==> src/lrss_pkg.sv <==
// ----------------------------------------------------------------------------
// Looping random shift sequencer package
// Field widths, fixed constants, codes and the xorshift step shared by the
// sequencer core, its channel interfaces and its checker.
// ----------------------------------------------------------------------------
package lrss_pkg;

	localparam int KNOB_W     = 12;
	localparam int VOLT_W     = 12;
	localparam int PAT_W      = 16;
	localparam int GEN_W      = 32;
	localparam int LEN_W      = 5;
	localparam int CHANCE_W   = 13;
	localparam int CFG_IDX_W  = 1;
	localparam int CFG_DATA_W = 32;

	localparam logic [GEN_W-1:0] SEED_FALLBACK = 32'hA5A5_A5A5;
	localparam logic [GEN_W-1:0] GEN_RESET     = 32'h0123_4567;
	localparam logic [GEN_W-1:0] SEED_RESET    = 32'h00C0_FFEE;

	// Knob values up to this point never slip.
	localparam logic [KNOB_W-1:0] LOCK_ZONE = 12'd200;

	// (knob - 200) * 4096 / 3895 is exact as a multiply by this reciprocal
	// followed by a right shift, over the whole knob range.
	localparam int               LIN_RECIP_W = 25;
	localparam logic [LIN_RECIP_W-1:0] LIN_RECIP = 25'd17642998;
	localparam int               LIN_SHIFT   = 24;

	// byte * 4095 / 255 equals byte * 16 + byte / 17, and byte / 17 is
	// byte * 241 >> 12 for every byte value.
	localparam logic [7:0] DIV17_RECIP = 8'd241;
	localparam int         DIV17_SHIFT = 12;

	typedef enum logic {
		ACT_TICK = 1'b0,
		ACT_INIT = 1'b1
	} action_t;

	typedef enum logic [CFG_IDX_W-1:0] {
		REG_LOOP_LENGTH = 1'b0,
		REG_SEED_WORD   = 1'b1
	} cfg_reg_t;

	function automatic logic [GEN_W-1:0] xorshift32(input logic [GEN_W-1:0] x);
		logic [GEN_W-1:0] y;
		y = x ^ (x << 13);
		y = y ^ (y >> 17);
		y = y ^ (y << 5);
		return y;
	endfunction

endpackage

==> src/lrss_ifs.sv <==
// ----------------------------------------------------------------------------
// Looping random shift sequencer channels
// Valid/ready channel interfaces for the request and the result words.
// ----------------------------------------------------------------------------
interface lrss_req_if import lrss_pkg::*; ();
	logic              valid;
	logic              ready;
	logic              action;
	logic [KNOB_W-1:0] change_knob;

	modport source (output valid, output action, output change_knob, input ready);
	modport sink (input valid, input action, input change_knob, output ready);
endinterface

interface lrss_rsp_if import lrss_pkg::*; ();
	logic              valid;
	logic              ready;
	logic [VOLT_W-1:0] voltage_value;
	logic [PAT_W-1:0]  pattern_bits;
	logic              slipped;

	modport source (output valid, output voltage_value, output pattern_bits,
		output slipped, input ready);
	modport sink (input valid, input voltage_value, input pattern_bits,
		input slipped, output ready);
endinterface

==> src/looping_random_shift_sequencer_core.sv <==
// ----------------------------------------------------------------------------
// Looping random shift sequencer core
// A 16-bit looping shift register whose fed-back bit can slip at random under
// an xorshift32 generator. A tick word shifts the register and recirculates
// bit loop_length-1, replacing it by a random bit with a probability set by
// the change knob (never up to 200, always at 4095). An init word reseeds the
// generator from seed_word (zero picks a fixed seed) and refills the register
// from one draw. Each word gives one result: the register, its low byte
// scaled to 0..4095, and whether the tick slipped. One word is taken every
// cycle while the result channel does not stall; a result passes through two
// knob stages (scaling multiply, then square), then the stage that steps
// the generator and the register, and the result register.
// ----------------------------------------------------------------------------
module looping_random_shift_sequencer_core import lrss_pkg::*; #(
	parameter int MIN_LENGTH = 2,
	parameter int MAX_LENGTH = 16
) (
	input  logic                  clk,
	input  logic                  arst_n,
	input  logic                  cfg_we,
	input  logic [CFG_IDX_W-1:0]  cfg_index,
	input  logic [CFG_DATA_W-1:0] cfg_data,
	lrss_req_if.sink              req,
	lrss_rsp_if.source            rsp
);

	localparam logic [LEN_W-1:0] LEN_MIN   = LEN_W'(MIN_LENGTH);
	localparam logic [LEN_W-1:0] LEN_MAX   = LEN_W'(MAX_LENGTH);
	localparam logic [LEN_W-1:0] LEN_RESET = (8 < MIN_LENGTH) ? LEN_MIN :
		((8 > MAX_LENGTH) ? LEN_MAX : LEN_W'(8));

	// Configuration registers.
	logic [LEN_W-1:0]  loop_q;
	logic [GEN_W-1:0]  seed_q;
	logic [LEN_W-1:0]  len_wr;
	logic [LEN_W-1:0]  len_clamped;

	// Pipeline stages.
	logic                v_s1, v_s2, v_s3;
	action_t             act_s1, act_s2, act_s3;
	logic [KNOB_W-1:0]   knob_s1;
	logic [CHANCE_W-1:0] lin_s2;
	logic [CHANCE_W-1:0] chance_s3;

	// Sequencer state and result register.
	logic [GEN_W-1:0]  gen_q;
	logic [PAT_W-1:0]  shift_q;
	logic              rsp_v_q;
	logic [VOLT_W-1:0] volt_q;
	logic [PAT_W-1:0]  pat_q;
	logic              slip_q;

	logic out_load, s3_en, s2_en, s1_en, commit;

	logic [KNOB_W-1:0]                   knob_ofs;
	logic [KNOB_W+LIN_RECIP_W-1:0]       lin_prod;
	logic [CHANCE_W-1:0]                 lin_nxt;
	logic [2*CHANCE_W-1:0]               sq_prod;

	logic [GEN_W-1:0]  draw1, draw2, seed_pick, init_draw;
	logic [LEN_W-1:0]  len_m1;
	logic [3:0]        tap_idx;
	logic              tick_slip;
	logic              fed;
	logic [GEN_W-1:0]  gen_nxt;
	logic [PAT_W-1:0]  shift_nxt;
	logic              slip_nxt;
	logic [15:0]       div17_prod;
	logic [VOLT_W-1:0] volt_nxt;

	// Each stage moves when the one after it is empty or moving.
	assign out_load  = !rsp_v_q || rsp.ready;
	assign s3_en     = !v_s3 || out_load;
	assign s2_en     = !v_s2 || s3_en;
	assign s1_en     = !v_s1 || s2_en;
	assign req.ready = s1_en;
	assign commit    = v_s3 && out_load;

	// Configuration writes.
	assign len_wr      = cfg_data[LEN_W-1:0];
	assign len_clamped = (len_wr < LEN_MIN) ? LEN_MIN :
		((len_wr > LEN_MAX) ? LEN_MAX : len_wr);

	always_ff @(posedge clk or negedge arst_n) begin
		if (!arst_n) begin
			loop_q <= LEN_RESET;
			seed_q <= SEED_RESET;
		end else if (cfg_we) begin
			case (cfg_reg_t'(cfg_index))
				REG_LOOP_LENGTH: loop_q <= len_clamped;
				REG_SEED_WORD:   seed_q <= cfg_data[GEN_W-1:0];
				default: ;
			endcase
		end
	end

	// Knob scaling: linear map of the knob above the lock zone to 0..4096.
	assign knob_ofs = knob_s1 - LOCK_ZONE;
	assign lin_prod = (KNOB_W+LIN_RECIP_W)'(knob_ofs) * (KNOB_W+LIN_RECIP_W)'(LIN_RECIP);
	assign lin_nxt  = (knob_s1 > LOCK_ZONE) ?
		lin_prod[LIN_SHIFT+CHANCE_W-1:LIN_SHIFT] : '0;

	// The square is at most 2^24, so shifted right by 12 it fits 13 bits.
	assign sq_prod = lin_s2 * lin_s2;

	// Generator and register step.
	assign draw1     = xorshift32(gen_q);
	assign draw2     = xorshift32(draw1);
	assign seed_pick = (seed_q != '0) ? seed_q : SEED_FALLBACK;
	assign init_draw = xorshift32(seed_pick);
	assign len_m1    = loop_q - LEN_W'(1);
	assign tap_idx   = len_m1[3:0];
	assign tick_slip = {1'b0, draw1[11:0]} < chance_s3;

	always_comb begin
		fed = 1'b0;
		case (act_s3)
			ACT_INIT: begin
				gen_nxt   = init_draw;
				shift_nxt = init_draw[PAT_W-1:0];
				slip_nxt  = 1'b0;
			end
			default: begin
				fed       = tick_slip ? draw2[0] : shift_q[tap_idx];
				gen_nxt   = tick_slip ? draw2 : draw1;
				shift_nxt = {shift_q[PAT_W-2:0], fed};
				slip_nxt  = tick_slip;
			end
		endcase
	end

	assign div17_prod = 16'(shift_nxt[7:0]) * 16'(DIV17_RECIP);
	assign volt_nxt   = {shift_nxt[7:0], div17_prod[DIV17_SHIFT+3:DIV17_SHIFT]};

	// Control and state registers.
	always_ff @(posedge clk or negedge arst_n) begin
		if (!arst_n) begin
			v_s1    <= 1'b0;
			v_s2    <= 1'b0;
			v_s3    <= 1'b0;
			rsp_v_q <= 1'b0;
			gen_q   <= GEN_RESET;
			shift_q <= '0;
		end else begin
			if (s1_en) begin
				v_s1 <= req.valid;
			end
			if (s2_en) begin
				v_s2 <= v_s1;
			end
			if (s3_en) begin
				v_s3 <= v_s2;
			end
			if (out_load) begin
				rsp_v_q <= v_s3;
			end
			if (commit) begin
				gen_q   <= gen_nxt;
				shift_q <= shift_nxt;
			end
		end
	end

	// Payload registers.
	always_ff @(posedge clk) begin
		if (s1_en) begin
			act_s1  <= action_t'(req.action);
			knob_s1 <= req.change_knob;
		end
		if (s2_en) begin
			act_s2 <= act_s1;
			lin_s2 <= lin_nxt;
		end
		if (s3_en) begin
			act_s3    <= act_s2;
			chance_s3 <= sq_prod[DIV17_SHIFT+CHANCE_W-1:DIV17_SHIFT];
		end
		if (commit) begin
			volt_q <= volt_nxt;
			pat_q  <= shift_nxt;
			slip_q <= slip_nxt;
		end
	end

	assign rsp.valid         = rsp_v_q;
	assign rsp.voltage_value = volt_q;
	assign rsp.pattern_bits  = pat_q;
	assign rsp.slipped       = slip_q;

endmodule

==> src/flat_wrapper.sv <==
// flat-port wrapper written by rule: the top's interface ports become plain ports
module looping_random_shift_sequencer_core_flat import lrss_pkg::*;
#(
	parameter int MIN_LENGTH = 2,
	parameter int MAX_LENGTH = 16
)
  (clk, arst_n, cfg_we, cfg_index, cfg_data, req_valid, req_action, req_change_knob, req_ready, rsp_valid, rsp_voltage_value, rsp_pattern_bits, rsp_slipped, rsp_ready);
  lrss_req_if req_i ();
  lrss_rsp_if rsp_i ();
  input  logic clk;
  input  logic arst_n;
  input  logic cfg_we;
  input  logic [CFG_IDX_W-1:0] cfg_index;
  input  logic [CFG_DATA_W-1:0] cfg_data;
  input wire logic [$bits(req_i.valid)-1:0] req_valid;
  input wire logic [$bits(req_i.action)-1:0] req_action;
  input wire logic [$bits(req_i.change_knob)-1:0] req_change_knob;
  output wire logic [$bits(req_i.ready)-1:0] req_ready;
  output wire logic [$bits(rsp_i.valid)-1:0] rsp_valid;
  output wire logic [$bits(rsp_i.voltage_value)-1:0] rsp_voltage_value;
  output wire logic [$bits(rsp_i.pattern_bits)-1:0] rsp_pattern_bits;
  output wire logic [$bits(rsp_i.slipped)-1:0] rsp_slipped;
  input wire logic [$bits(rsp_i.ready)-1:0] rsp_ready;
  assign req_i.valid = req_valid;
  assign req_i.action = req_action;
  assign req_i.change_knob = req_change_knob;
  assign req_ready = req_i.ready;
  assign rsp_valid = rsp_i.valid;
  assign rsp_voltage_value = rsp_i.voltage_value;
  assign rsp_pattern_bits = rsp_i.pattern_bits;
  assign rsp_slipped = rsp_i.slipped;
  assign rsp_i.ready = rsp_ready;
  looping_random_shift_sequencer_core #(.MIN_LENGTH(MIN_LENGTH), .MAX_LENGTH(MAX_LENGTH)) u_core (.clk(clk), .arst_n(arst_n), .cfg_we(cfg_we), .cfg_index(cfg_index), .cfg_data(cfg_data), .req(req_i), .rsp(rsp_i));
endmodule
==> config.mk <==
export PLATFORM = sky130hd
export DESIGN_NAME = looping_random_shift_sequencer_core_flat
export DESIGN_NICKNAME = d
export VERILOG_FILES = /design/src/lrss_pkg.sv /design/src/lrss_ifs.sv /design/src/looping_random_shift_sequencer_core.sv /design/src/flat_wrapper.sv
export SDC_FILE = /design/constraint.sdc
export NUM_CORES = 1
export LEC_CHECK = 0
export ABC_AREA = 1
export ABC_CLOCK_PERIOD_IN_PS = 11170
export BUFFER_PORTS_ARGS = -buffer_cell sky130_fd_sc_hd__clkbuf_2
export CORE_UTILIZATION = 55
export CTS_BUF_LIST = sky130_fd_sc_hd__clkbuf_8 sky130_fd_sc_hd__clkbuf_16
export DETAILED_ROUTE_END_ITERATION = 10
export GPL_TIMING_DRIVEN = 0
export PLACE_DENSITY = 0.72
export SLEW_MARGIN = 30
export SYNTH_ARGS = -nofsm -noshare
export SYNTH_HDL_FRONTEND = slang
export SYNTH_SLANG_ARGS = --single-unit
==> constraint.sdc <==
create_clock -name clk -period 11.17 [get_ports clk]
set_input_delay 2.234 -clock clk [delete_from_list [all_inputs] [get_ports clk]]
set_output_delay 2.234 -clock clk [all_outputs]
set_load 0.05 [all_outputs]
Word-level counts from Yosys, hierarchy flattened
Cells that the tools add are included.
{ "word_totals": {"regBits": 158} }
{ "classes": {"n_addsub": 2, "n_mul": 3, "n_lt_le_gt_ge": 5, "n_mux": 9, "bitwise": 10, "n_reduce_logical": 12} }
{ "op_table": {"columns": ["operator", "count"], "rows": [
  ["$xor A32 B32 Y32", 6],
  ["$mux W32", 3],
  ["$xor A32 B15 Y32", 3],
  ["$mul A12 B24 Y36 const B", 1],
  ["$reduce_bool A32 Y1", 1],
  ["$mul A13 B13 Y25", 1],
  ["$mul A8 B8 Y16 const B", 1],
  ["$mux W16", 1],
  ["$lt A12 B13 Y1", 1],
  ["$gt A12 B8 Y1 const B", 1],
  ["$sub A12 B8 Y12 const B", 1],
  ["$mux W4", 2],
  ["$gt A5 B5 Y1 const B", 1],
  ["$lt A4 B5 Y1 const B", 1],
  ["$lt A5 B2 Y1 const B", 1],
  ["$bmux W1 S4", 1],
  ["$logic_not A1 Y1", 4],
  ["$logic_or A1 B1 Y1", 4],
  ["$reduce_and A2 Y1", 2],
  ["$sub A4 B1 Y4 const B", 1],
  ["$mux W1", 2],
  ["$logic_and A1 B1 Y1", 1],
  ["$not A1 Y1", 1]
]} }

Depth between registers and ports, before layout
Gate-level depths: netlist of the first run.
{ "logic_depth": {"ltp_word": 9, "mapped_depth": 33} }

Worst setup path before layout of the first run
Ideal clock, no wire load.
{ "synth_timing": {"path_kind": "input port to output port", "start": "in rsp_ready", "end": "out req_ready", "arrival_ps": 3443, "required_ps": 8936, "slack_ps": 5493, "cell_stages": 6, "n_path_buf": 0, "path_cell_list": "nor2_1 -> inv_1 -> nor2_1 -> inv_1 -> nor2_1 -> nand2_1"} }
{ "synth_via": {"elab_chain_cells": 4} }
{ "synth_lines": {"columns": ["item", "line_no", "source"], "rows": [
  ["start, declared", "flat_wrapper.sv:23", "input wire logic [$bits(rsp_i.ready)-1:0] rsp_ready;"],
  ["$logic_or A1 B1 Y1", "looping_random_shift_sequencer_core.sv:72", "assign out_load = !rsp_v_q || rsp.ready;"],
  ["$logic_or A1 B1 Y1", "looping_random_shift_sequencer_core.sv:73", "assign s3_en = !v_s3 || out_load;"],
  ["via u_core.s3_en", "looping_random_shift_sequencer_core.sv:53", "logic out_load, s3_en, s2_en, s1_en, commit;"],
  ["$logic_or A1 B1 Y1", "looping_random_shift_sequencer_core.sv:74", "assign s2_en = !v_s2 || s3_en;"],
  ["$logic_or A1 B1 Y1", "looping_random_shift_sequencer_core.sv:75", "assign s1_en = !v_s1 || s2_en;"],
  ["end, declared", "flat_wrapper.sv:18", "output wire logic [$bits(req_i.ready)-1:0] req_ready;"]
]} }
The timed path passes the listed nets, and every way through them passes these cells.

Final worst setup path of the first run
{ "layout_timing": {"start": "reg u_core.knob_s1[3]", "end": "reg u_core.lin_s2[10] (data pin)"} }
{ "layout_via": {"elab_chain_cells": 2, "word_cells_on_any_way": 3} }
{ "layout_lines": {"columns": ["item", "line_no", "source"], "rows": [
  ["start, declared", "looping_random_shift_sequencer_core.sv:41", "logic [KNOB_W-1:0] knob_s1;"],
  ["start signal, assigned", "looping_random_shift_sequencer_core.sv:168", "knob_s1 <= req.change_knob;"],
  ["$sub A12 B8 Y12", "looping_random_shift_sequencer_core.sv:98", "assign knob_ofs = knob_s1 - LOCK_ZONE;"],
  ["$mul A12 B24 Y36", "looping_random_shift_sequencer_core.sv:99", "assign lin_prod = (KNOB_W+LIN_RECIP_W)'(knob_ofs) * (KNOB_W+LIN_RECIP_W)'(LIN_RECIP);"],
  ["end signal, assigned", "looping_random_shift_sequencer_core.sv:172", "lin_s2 <= lin_nxt;"],
  ["end, declared", "looping_random_shift_sequencer_core.sv:42", "logic [CHANCE_W-1:0] lin_s2;"]
]} }
Parallel ways exist; a longest one is shown, timed or not.
A chain may end at the register's enable or synchronous reset.

==> impl_results.md, run 1 <==
- Total Wirelength: about 50000 um
- Hold depth: 0
- Core Region: between 0.03 and 0.04 sq mm
- Die ar.: about 0.036 sq mm
- Row count: 67
- Clock Root Buffer: clkbuf_16
- Final nets: ~2900
- Syn nets: between 2000 and 3000
- Initial DRT Pass Iterations: 5
- Global-route wire length before repair: 80300 um
- Slew margin rel.: 44.3%
- Synth unique cells: 49
- DRT iter0 DRCs: approximately 1100
- Final Max Slew Viols: 0
- Sink Count: 150
- Most common flop cell mapped by yosys: edfxtp_1
- WP depth: 27
- Final Skew: 16.8 ps
- Die width: roughly 190 um
- Synth Cell Area: approximately 0.019 sq mm
- Worst Hold Endpoint: u_core.act_s3$_DFFE_PP_
- CTS H-tree lvls: 4
- Biggest area consumer among synthesized cells: fa_1
- Layout cell share with drive strength beyond 1: around 8.7%
- Initial Utilization: about 57%
- Post-synth top cells: 497 x inv_1, 483 x nand2_1, 203 x fa_1, 198 x ha_1, 141 x a21oi_1
- Max_cap viols: 0
- CP Class: flip-flop to flip-flop
- Worst R2R Start: u_core.knob_s1[3]$_DFFE_PP_
- Post-CTS Resized: 0
- CTS clock-pin slew for the worst setup and hold paths: about 70 ps
- Count of input and output buffers: 81
- Die height: about 190 um
- Worst slew pin tran: ~830 ps
- Grt total ovfl: 0
- GPL Wtd Cong: 0.996
- Number of global-route vias before repair: approximately 16000
- Setup-failing EPs final: 0
- Register area share after synthesis: 21.4%
- Critical hold path startpoint: u_core.act_s2$_DFFE_PP_
- Count leader, synth: inv_1
- CP max-delay cell: fa_1
- Pin count of the biggest net entering global routing: 47
- CTS buffer count: 17
- Fin Setup TNS: 0 ps
- # Post-CTS Setup Buffers: 0
- Worst-path maximum fanout: 7
- Vias per cell: roughly 5.4
- Final Critical Period: roughly 6800 ps
- Synthesized area per cell: roughly 8.3 sq um
- Most frequent CP cell: inv_1
- Total via count in the routed design: ~16000
- Status: finished, final reports clean
- Max Root-Sink Buffers: 2
- Fmax: between 100 and 150 MHz
- Number of synthesized flops with an enable pin: 62
- Crit start category: flip-flop
- Synth area leaders: fa_1 21%, ha_1 13%, inv_1 9.7%
- Hold_buf cts: 0
- CP required: 11350 ps
- Tcrit/Tclk final: 60.5%
- RSZ-0062 raised after global routing: no
- Yosys top cell area share: 21.2%
- Crit path DAT: between 6000 and 7000 ps
- GRT Total Usage: roughly 29%
- Diode count: 0
- Syn Inst Count: between 2000 and 2500
- Crit-path max cell delay: 540 ps
- R2R Setup Slk: approximately 4400 ps
- CP endpoint kind: flip-flop
- Clk_lat worst skew: about 450 ps
- Syn. warnings: 0
- Async SR Flop Fraction: 58.7%
- Final Hold Fails: 0
- Area Growth Syn to Fin: 8.12%
- Antenna violations before repair: 1
- Boundary Pins: 82
- DRC Markers: 0
- Routed Antenna Nets: 0
- Worst hold slack: around 430 ps
- Hold Crit Class: flip-flop to flip-flop
- CTS tree: yes
- Yosys reg bits: 150
- DP Wirelength: between 40000 and 50000 um
- Reg-to-reg endpoint: u_core.lin_s2[10]$_SDFFCE_PP0P_
- Worst path bufs/invs: 6
- CP delay by family, top: adder cells
- R2r worst-path depth: 27
- Routed len/inst: 17.1 um
[metal layers]
| layer | global-route usage [%] | up-vias | wire length [um] |
|---|---|---|---|
| li1 | - | 7415 | - |
| met2 | 47.4 | 553 | 23100 |
| met1 | 38.4 | 7478 | 21000 |
| met4 | 10.1 | 2 | 1490 |
| met5 | 0 | - | 11 |
| met3 | 5.94 | 110 | 3720 |
[through the flow]
step	area [sq um]	setup slack [ps]	std cells	util, %
2_1_floorplan	19200	5490	2317	-
3_3_place_gp	20100	4620	2846	59.4
3_5_place_dp	20200	4510	2848	59.6
4_1_cts	20700	4470	2880	61.2
5_1_grt	20700	3910	2880	61.2
6_report	20700	4410	2880	61.2
[cells by family after synthesis]
| family | count (synthesis) | synth area share [%] |
|---|---|---|
| flops | 150 | 21.4 |
| mux | 11 | 0.646 |
| xor+xnor | 158 | 8.40 |
| fa+ha+maj | 401 | 34.1 |
| compound gates | 303 | 8.60 |
| buf+inv | 552 | 11.0 |
| simple gates | 741 | 15.8 |
| other cells | 1 | 0.0196 |
[cell type report]
| class | instances | area, sq um |
|---|---|---|
| fillers | 3040 | 13100 |
| clock buffers | 17 | 425 |
| inverters | 500 | 1880 |
| plain buffers | 52 | 231 |
| clock inverters | 15 | 121 |
| well taps | 448 | 561 |
| multi-input cells | 1615 | 13000 |
| flip-flops and latches | 150 | 4100 |
| repair buffers | 83 | 449 |
[how the worst max path moves through the flow]
stage	from	endpoint	slack (ps)
finish	u_core.knob_s1[3]$_DFFE_PP_	u_core.lin_s2[10]$_SDFFCE_PP0P_	4410
floorplan	rsp_ready	req_ready	5490
CTS	u_core.knob_s1[3]$_DFFE_PP_	u_core.lin_s2[10]$_SDFFCE_PP0P_	4470
global route	u_core.knob_s1[3]$_DFFE_PP_	u_core.lin_s2[2]$_SDFFCE_PP0P_	3910
detailed placement	u_core.knob_s1[3]$_DFFE_PP_	u_core.lin_s2[10]$_SDFFCE_PP0P_	4510
global placement	u_core.knob_s1[3]$_DFFE_PP_	u_core.lin_s2[7]$_SDFFCE_PP0P_	4620
[flip-flops by register name, summed over array words and instances (netlist names)]
register                  flops
u_core.act_s1                 1
u_core.act_s2                 1
u_core.act_s3                 1
u_core.chance_s3             13
u_core.gen_q                 32
u_core.knob_s1               12
u_core.lin_s2                13
u_core.loop_q                 4
u_core.rsp.pattern_bits      16
u_core.rsp.slipped            1
u_core.rsp.valid              1
u_core.rsp.voltage_value      4
u_core.seed_q                32
u_core.shift_q               16
u_core.v_s1                   1
u_core.v_s2                   1
u_core.v_s3                   1
[cells in the final DEF, fill, tap and decap left out, types with 29 or more instances in the layout]
cell type    n
a21oi_1    141
clkbuf_1    37
clkbuf_2    80
dfrtp_1     59
dfstp_2     29
edfxtp_1    62
fa_1       203
ha_1       198
inv_1      498
nand2_1    483
nand3_1     81
nor2_1     122
o21ai_0    101
xnor2_1     53
xor2_1      81
Power of run 1 is left out: the tool's default activity adds up to more than one toggle a clock period on the data nets, which glitch-free logic cannot reach.
==> run 2: changes to the inputs <==
ABC_CLOCK_PERIOD_IN_PS = 5600   (was 11170)
PLACE_DENSITY = 0.75   (was 0.72)
clock period = 5.6 ns   (was 11.17 ns; I/O delays follow)
==> impl_results.md, run 2 (synthesized netlist as in run 1, its figures left out) <==
- Status: finished, violations left
- Failing checks: negative setup slack
- Commonest cells after routing, fill and taps aside: 468 x inv_1, 461 x nand2_1, 190 x fa_1
- Max_cap viols: 0 (unchanged)
- Row count: 67 (unchanged)
- R2r worst-path depth: 25 (-7.4%)
- Final Skew: 14.5 ps (-2.31 ps)
- Antenna violations before repair: 2 (+1)
- Post-route insts no fill: 3001 (+4.2%)
- Crit start category: flip-flop
- Global-route wire length before repair: 83400 um (+3.8%)
- RSZ-0062 raised after global routing: yes
- # placed instances: 2847 (-0.035%)
- Commonest non-fill, non-tap cell in the layout: inv_1
- DRT iter0 DRCs: 1348 (+25%)
- GPL Wtd Cong: 0.973 (-2.3%)
- FILL cells: 2784 (-8.4%)
- CTS clock-pin slew for the worst setup and hold paths: 60 ps (about the same)
- Worst R2R Start: u_core.knob_s1[3]$_DFFE_PP_
- CTS H-tree lvls: 4 (unchanged)
- Worst setup margin: -271 ps (-4680 ps)
- Fmax: 170 MHz (+15%)
- Hold Crit Class: flip-flop to flip-flop
- CP Class: flip-flop to flip-flop
- R2R Setup Slk: -270 ps (-4680 ps)
- Hold depth: 0 (unchanged)
- Final Hold Fails: 0 (unchanged)
- Boundary Pins: 82 (unchanged)
- Final Max Slew Viols: 0 (unchanged)
- Initial DRT Pass Iterations: 7 (+2)
- Sequential Area: 0.00410 sq mm (about the same)
- Hold_buf cts: 0 (unchanged)
- Routed Antenna Nets: 0 (unchanged)
- Vias per cell: 5.51 (+2.0%)
- Area of the multi-input gates: 0.0140 sq mm (+8.0%)
- GRT Total Usage: 30.2% (+1.1 points)
- Met2 wire length: 25800 um (+12%)
- DRC Markers: 0 (unchanged)
- Crit path DAT: 6050 ps (-890 ps)
- Metal-1 WL: 22500 um (+7.2%)
- Worst-path maximum fanout: 4 (-3)
- Max Root-Sink Buffers: 2 (unchanged)
- Grt total ovfl: 0 (unchanged)
- DR top layer: met4
- CTS tree: yes
- Reg-to-reg endpoint: u_core.lin_s2[7]$_SDFFCE_PP0P_
- Sink Count: 150 (unchanged)
- Final Critical Period: 5870 ps (-889 ps)
- Die width: 189 um (unchanged)
- Core Region: 0.0339 sq mm (unchanged)
- CP endpoint kind: flip-flop
- Die ar.: 0.0356 sq mm (unchanged)
- Met3 wire length: 3540 um (-4.6%)
- Die height: 189 um (unchanged)
- Worst Hold Endpoint: u_core.act_s3$_DFFE_PP_
- Number of global-route vias before repair: 16400 (+4.0%)
- Area Growth Syn to Fin: 19.4%
- Total Wirelength: 53500 um (+8.5%)
- Setup-failing EPs final: 13 (+13)
- Post-layout util: 67.6% (+6.4 points)
- Total via count in the routed design: 16500 (+6.3%)
- Pin count of the biggest net entering global routing: 46 (-2.1%)
- DP Wirelength: 41600 um (-0.23%)
- CTS buffer count: 17 (unchanged)
- CP required: 5780 ps (-5570 ps)
- Routed len/inst: 17.8 um (+4.1%)
- Tcrit/Tclk final: 105% (+44 points)
- Slew margin rel.: 50.1% (+5.8 points)
- Clock Root Buffer: clkbuf_16
- Initial Utilization: 56.6% (unchanged)
- Critical hold path startpoint: u_core.act_s2$_DFFE_PP_
- Count of input and output buffers: 81 (unchanged)
- Largest registers: u_core.gen_q x32, u_core.seed_q x32
- DP Worst Slack: -1150 ps (-5660 ps)
- Layout cell share with drive strength beyond 1: 20.1% (+11 points)
- Worst slew pin tran: 748 ps (-81.9 ps)
- Clk_lat worst skew: 440 ps (about the same)
- Final nets: 2991 (+4.2%)
run 2: per-stage QoR:
step	hold WS [ps]	setup TNS, ps	area (sq um)
2_1_floorplan	400	0	19200
3_3_place_gp	402	-14040	20100
3_5_place_dp	414	-15780	20200
4_1_cts	428	-699	21800
5_1_grt	437	-4950	22900
6_report	426	-1830	22900
run 2: repair_timing:
| action | in CTS | in global routing |
|---|---|---|
| pin swaps | 47 | 76 |
| gates resized for setup | 139 | 128 |
| buffers inserted | 51 | 78 |
| hold endpoints to repair | 0 | 0 |
| endpoints found under the setup margin | 22 | 25 |
run 2: layout make-up:
type	instances	area share [%]
multi-input combinational	1615	61.2
sequential	150	17.9
inverter	500	8.31
timing repair buffer	211	6.48
tap	448	2.45
clock buffer	19	2.03
buffer	44	0.984
clock inverter	13	0.618
antenna	1	0.0109
run 2: routing by layer:
metal | global-route usage (%) | vias up
met4 | 9.89 | 0
met5 | 0 | -
met2 | 49.8 | 639
met1 | 40.7 | 8137
li1 | - | 7642
met3 | 4.62 | 123
run 2: how the worst max path moves through the flow:
stage	startpoint	end	slack (ps)	cells past startpoint
global placement	u_core.knob_s1[3]$_DFFE_PP_	u_core.lin_s2[10]$_SDFFCE_PP0P_	-1040	27
floorplan	u_core.knob_s1[3]$_DFFE_PP_	u_core.lin_s2[10]$_SDFFCE_PP0P_	40	25
CTS	u_core.knob_s1[3]$_DFFE_PP_	u_core.lin_s2[7]$_SDFFCE_PP0P_	-140	26
finish	u_core.knob_s1[3]$_DFFE_PP_	u_core.lin_s2[7]$_SDFFCE_PP0P_	-270	25
detailed placement	u_core.knob_s1[3]$_DFFE_PP_	u_core.lin_s2[10]$_SDFFCE_PP0P_	-1150	27
global route	u_core.knob_s1[3]$_DFFE_PP_	u_core.lin_s2[7]$_SDFFCE_PP0P_	-450	26
run 2: critical path, cell delays in order (launching register included):
cell and delay (ps):
edfxtp_1 430, buf_4 180, nor3_4 220, nor2_2 80
inv_1 100, nand2_2 90, xor2_4 190, fa_1 580
inv_2 70, buf_6 120, fa_2 560, fa_1 430
fa_2 550, inv_2 50, fa_2 570, ha_4 240
a21oi_4 180, o21ai_2 70, a21oi_2 170, o21ai_1 90
a31oi_1 200, inv_1 120, nand2_1 70, nand2_1 60
o21ai_1 130, a21oi_1 50
Power of run 2 is left out for the same reason.
==> run 3: changes to the inputs <==
BUFFER_PORTS_ARGS = unset   (was -buffer_cell sky130_fd_sc_hd__clkbuf_2)
DONT_BUFFER_PORTS = 1   (was unset)
PLACE_DENSITY = 0.73   (was 0.75)
==> impl_results.md, run 3 (synthesized netlist as in run 1, its figures left out) <==
- Routed len/inst: 18.2 um (+1.8%)
- CP required: 5770 ps (about the same)
- Post-layout util: 66.1% (-1.5 points)
- DRC Markers: 0 (unchanged)
- Core Region: 0.0339 sq mm (unchanged)
- CTS buffer count: 17 (unchanged)
- Total via count in the routed design: 16000 (-3.1%)
- Total Wirelength: 53000 um (-0.88%)
- Vias per cell: 5.49 (-0.43%)
- Final Max Slew Viols: 0 (unchanged)
- Fmax: 173 MHz (+1.4%)
- Area of the multi-input gates: 0.0139 sq mm (-0.64%)
- Finished layout cell area: 0.0224 sq mm (-2.2%)
- CP max-delay cell: fa_2
- CTS H-tree lvls: 4 (unchanged)
- Worst path bufs/invs: 10 (+4)
- Worst slew pin tran: 935 ps (+187 ps)
- Clock Root Buffer: clkbuf_16
- Commonest cells after routing, fill and taps aside: 477 x inv_1, 466 x nand2_1, 192 x fa_1
- Sink Count: 150 (unchanged)
- Initial DRT Pass Iterations: 5 (-2)
- Number of global-route vias before repair: 16400 (-0.031%)
- Global-route wire length before repair: 83600 um (+0.30%)
- Final nets: 2912 (-2.6%)
- Slew margin rel.: 37.2% (-13 points)
- Crit-path max cell delay: 610 ps (+30 ps)
- Routed Antenna Nets: 0 (unchanged)
- CP delay by family, top: adder cells
- CP endpoint kind: flip-flop
- Sequential Area: 0.00410 sq mm (about the same)
- Antenna violations before repair: 1 (-1)
- Post-DP Area: 0.0197 sq mm (-2.2%)
- Tcrit/Tclk final: 103% (-1.5 points)
- Worst setup margin: -189 ps (+82.7 ps)
- Max Root-Sink Buffers: 2 (unchanged)
- Pin count of the biggest net entering global routing: 89 (+93%)
- Commonest non-fill, non-tap cell in the layout: inv_1
- Final Skew: 19.3 ps (+4.81 ps)
- CP Class: flip-flop to flip-flop
- Initial Utilization: 56.6% (unchanged)
- Diode count: 0 (-1)
- Area Growth Syn to Fin: 16.8%
- RSZ-0062 raised after global routing: yes
- CTS tree: yes
- Clk_lat worst skew: 450 ps (about the same)
- Final Hold Fails: 0 (unchanged)
- Setup-failing EPs final: 10 (-3)
- Die ar.: 0.0356 sq mm (unchanged)
- Crit path DAT: 5960 ps (-90 ps)
- Max_cap viols: 0 (unchanged)
- Layout cell share with drive strength beyond 1: 16.5% (-3.6 points)
- CTS clock-pin slew for the worst setup and hold paths: 80 ps (+20 ps)
- Boundary Pins: 82 (unchanged)
- Count of input and output buffers: 0 (-100%)
- GPL Wtd Cong: 0.984 (+1.1%)
- Final Critical Period: 5790 ps (-82.7 ps)
- Row count: 67 (unchanged)
- Hold Crit Class: primary input to asynchronous set/reset pin
- Die height: 189 um (unchanged)
- Largest registers: u_core.gen_q x32, u_core.seed_q x32
- Grt total ovfl: 0 (unchanged)
- GRT Total Usage: 30.4% (+0.21 points)
- Status: finished, violations left
- FILL cells: 2752 (-1.1%)
- Failing checks: negative setup slack
- Crit start category: flip-flop
- DRT iter0 DRCs: 1071 (-21%)
- Worst hold slack: 353 ps (-73.0 ps)
- DP Wirelength: 41500 um (-0.32%)
- Die width: 189 um (unchanged)
- Worst-path maximum fanout: 4 (unchanged)
run 3: cell count changes in the layout (fill, tap and decap cells not counted), sizes merged:
cell          delta
buf              +3
bufinv           -1
clkbuf          -83
clkinv           +3
clkinvlp         -1
diode            -1
dlymetal6s2s     -1
inv              +1
run 3: layout make-up:
class / instances / area share [%]
Multi-Input combinational cell: 1615 / 62.1
Sequential cell: 150 / 18.3
Timing Repair Buffer: 131 / 4.72
Clock inverter: 15 / 0.894
Buffer: 45 / 1.07
Clock buffer: 17 / 1.90
Inverter: 500 / 8.46
Tap cell: 448 / 2.50
run 3: worst paths after layout:
path	from	to	slack, ps	cells past startpoint
setup / recovery	u_core.knob_s1[3]$_DFFE_PP_	u_core.lin_s2[10]$_SDFFCE_PP0P_	-190	28
setup reg to reg	u_core.knob_s1[3]$_DFFE_PP_	u_core.lin_s2[10]$_SDFFCE_PP0P_	-190	28
hold / removal	arst_n	u_core.gen_q[27]$_DFFE_PN0P_	350	0
min in group clk	u_core.act_s2$_DFFE_PP_	u_core.act_s3$_DFFE_PP_	430	0
hold reg to reg	u_core.act_s2$_DFFE_PP_	u_core.act_s3$_DFFE_PP_	430	0
max in group asynchronous	arst_n	u_core.gen_q[24]$_DFFE_PN1P_	5010	0
run 3: repair_timing:
item                                    in CTS  in global routing
endpoints found under the setup margin      22                 25
gates resized for setup                    127                119
pin swaps                                   52                 69
gates cloned                                 0                  0
buffers inserted                            53                 79
hold buffers                                 0                  0
hold endpoints to repair                     0                  0
run 3: layer usage:
layer / wire, um / part of all wire (%) / vias up / global-route usage (%)
li1: - / - / 7491 / -
met1: 21700 / 41 / 7762 / 39.0
met2: 25700 / 48 / 648 / 50.8
met3: 3890 / 7.3 / 128 / 6.41
met4: 1740 / 3.3 / 2 / 10.8
met5: 13 / 0.025 / - / 0
run 3: stage by stage:
step	worst slack (ps)	setup TNS (ps)	instances
6_report	-189	-866	2921
5_1_grt	-378	-3930	2921
3_5_place_dp	-1190	-16080	2765
4_1_cts	-139	-506	2848
3_3_place_gp	-1080	-13640	2765
2_1_floorplan	36.3	0	2317
Power of run 3 is left out for the same reason.
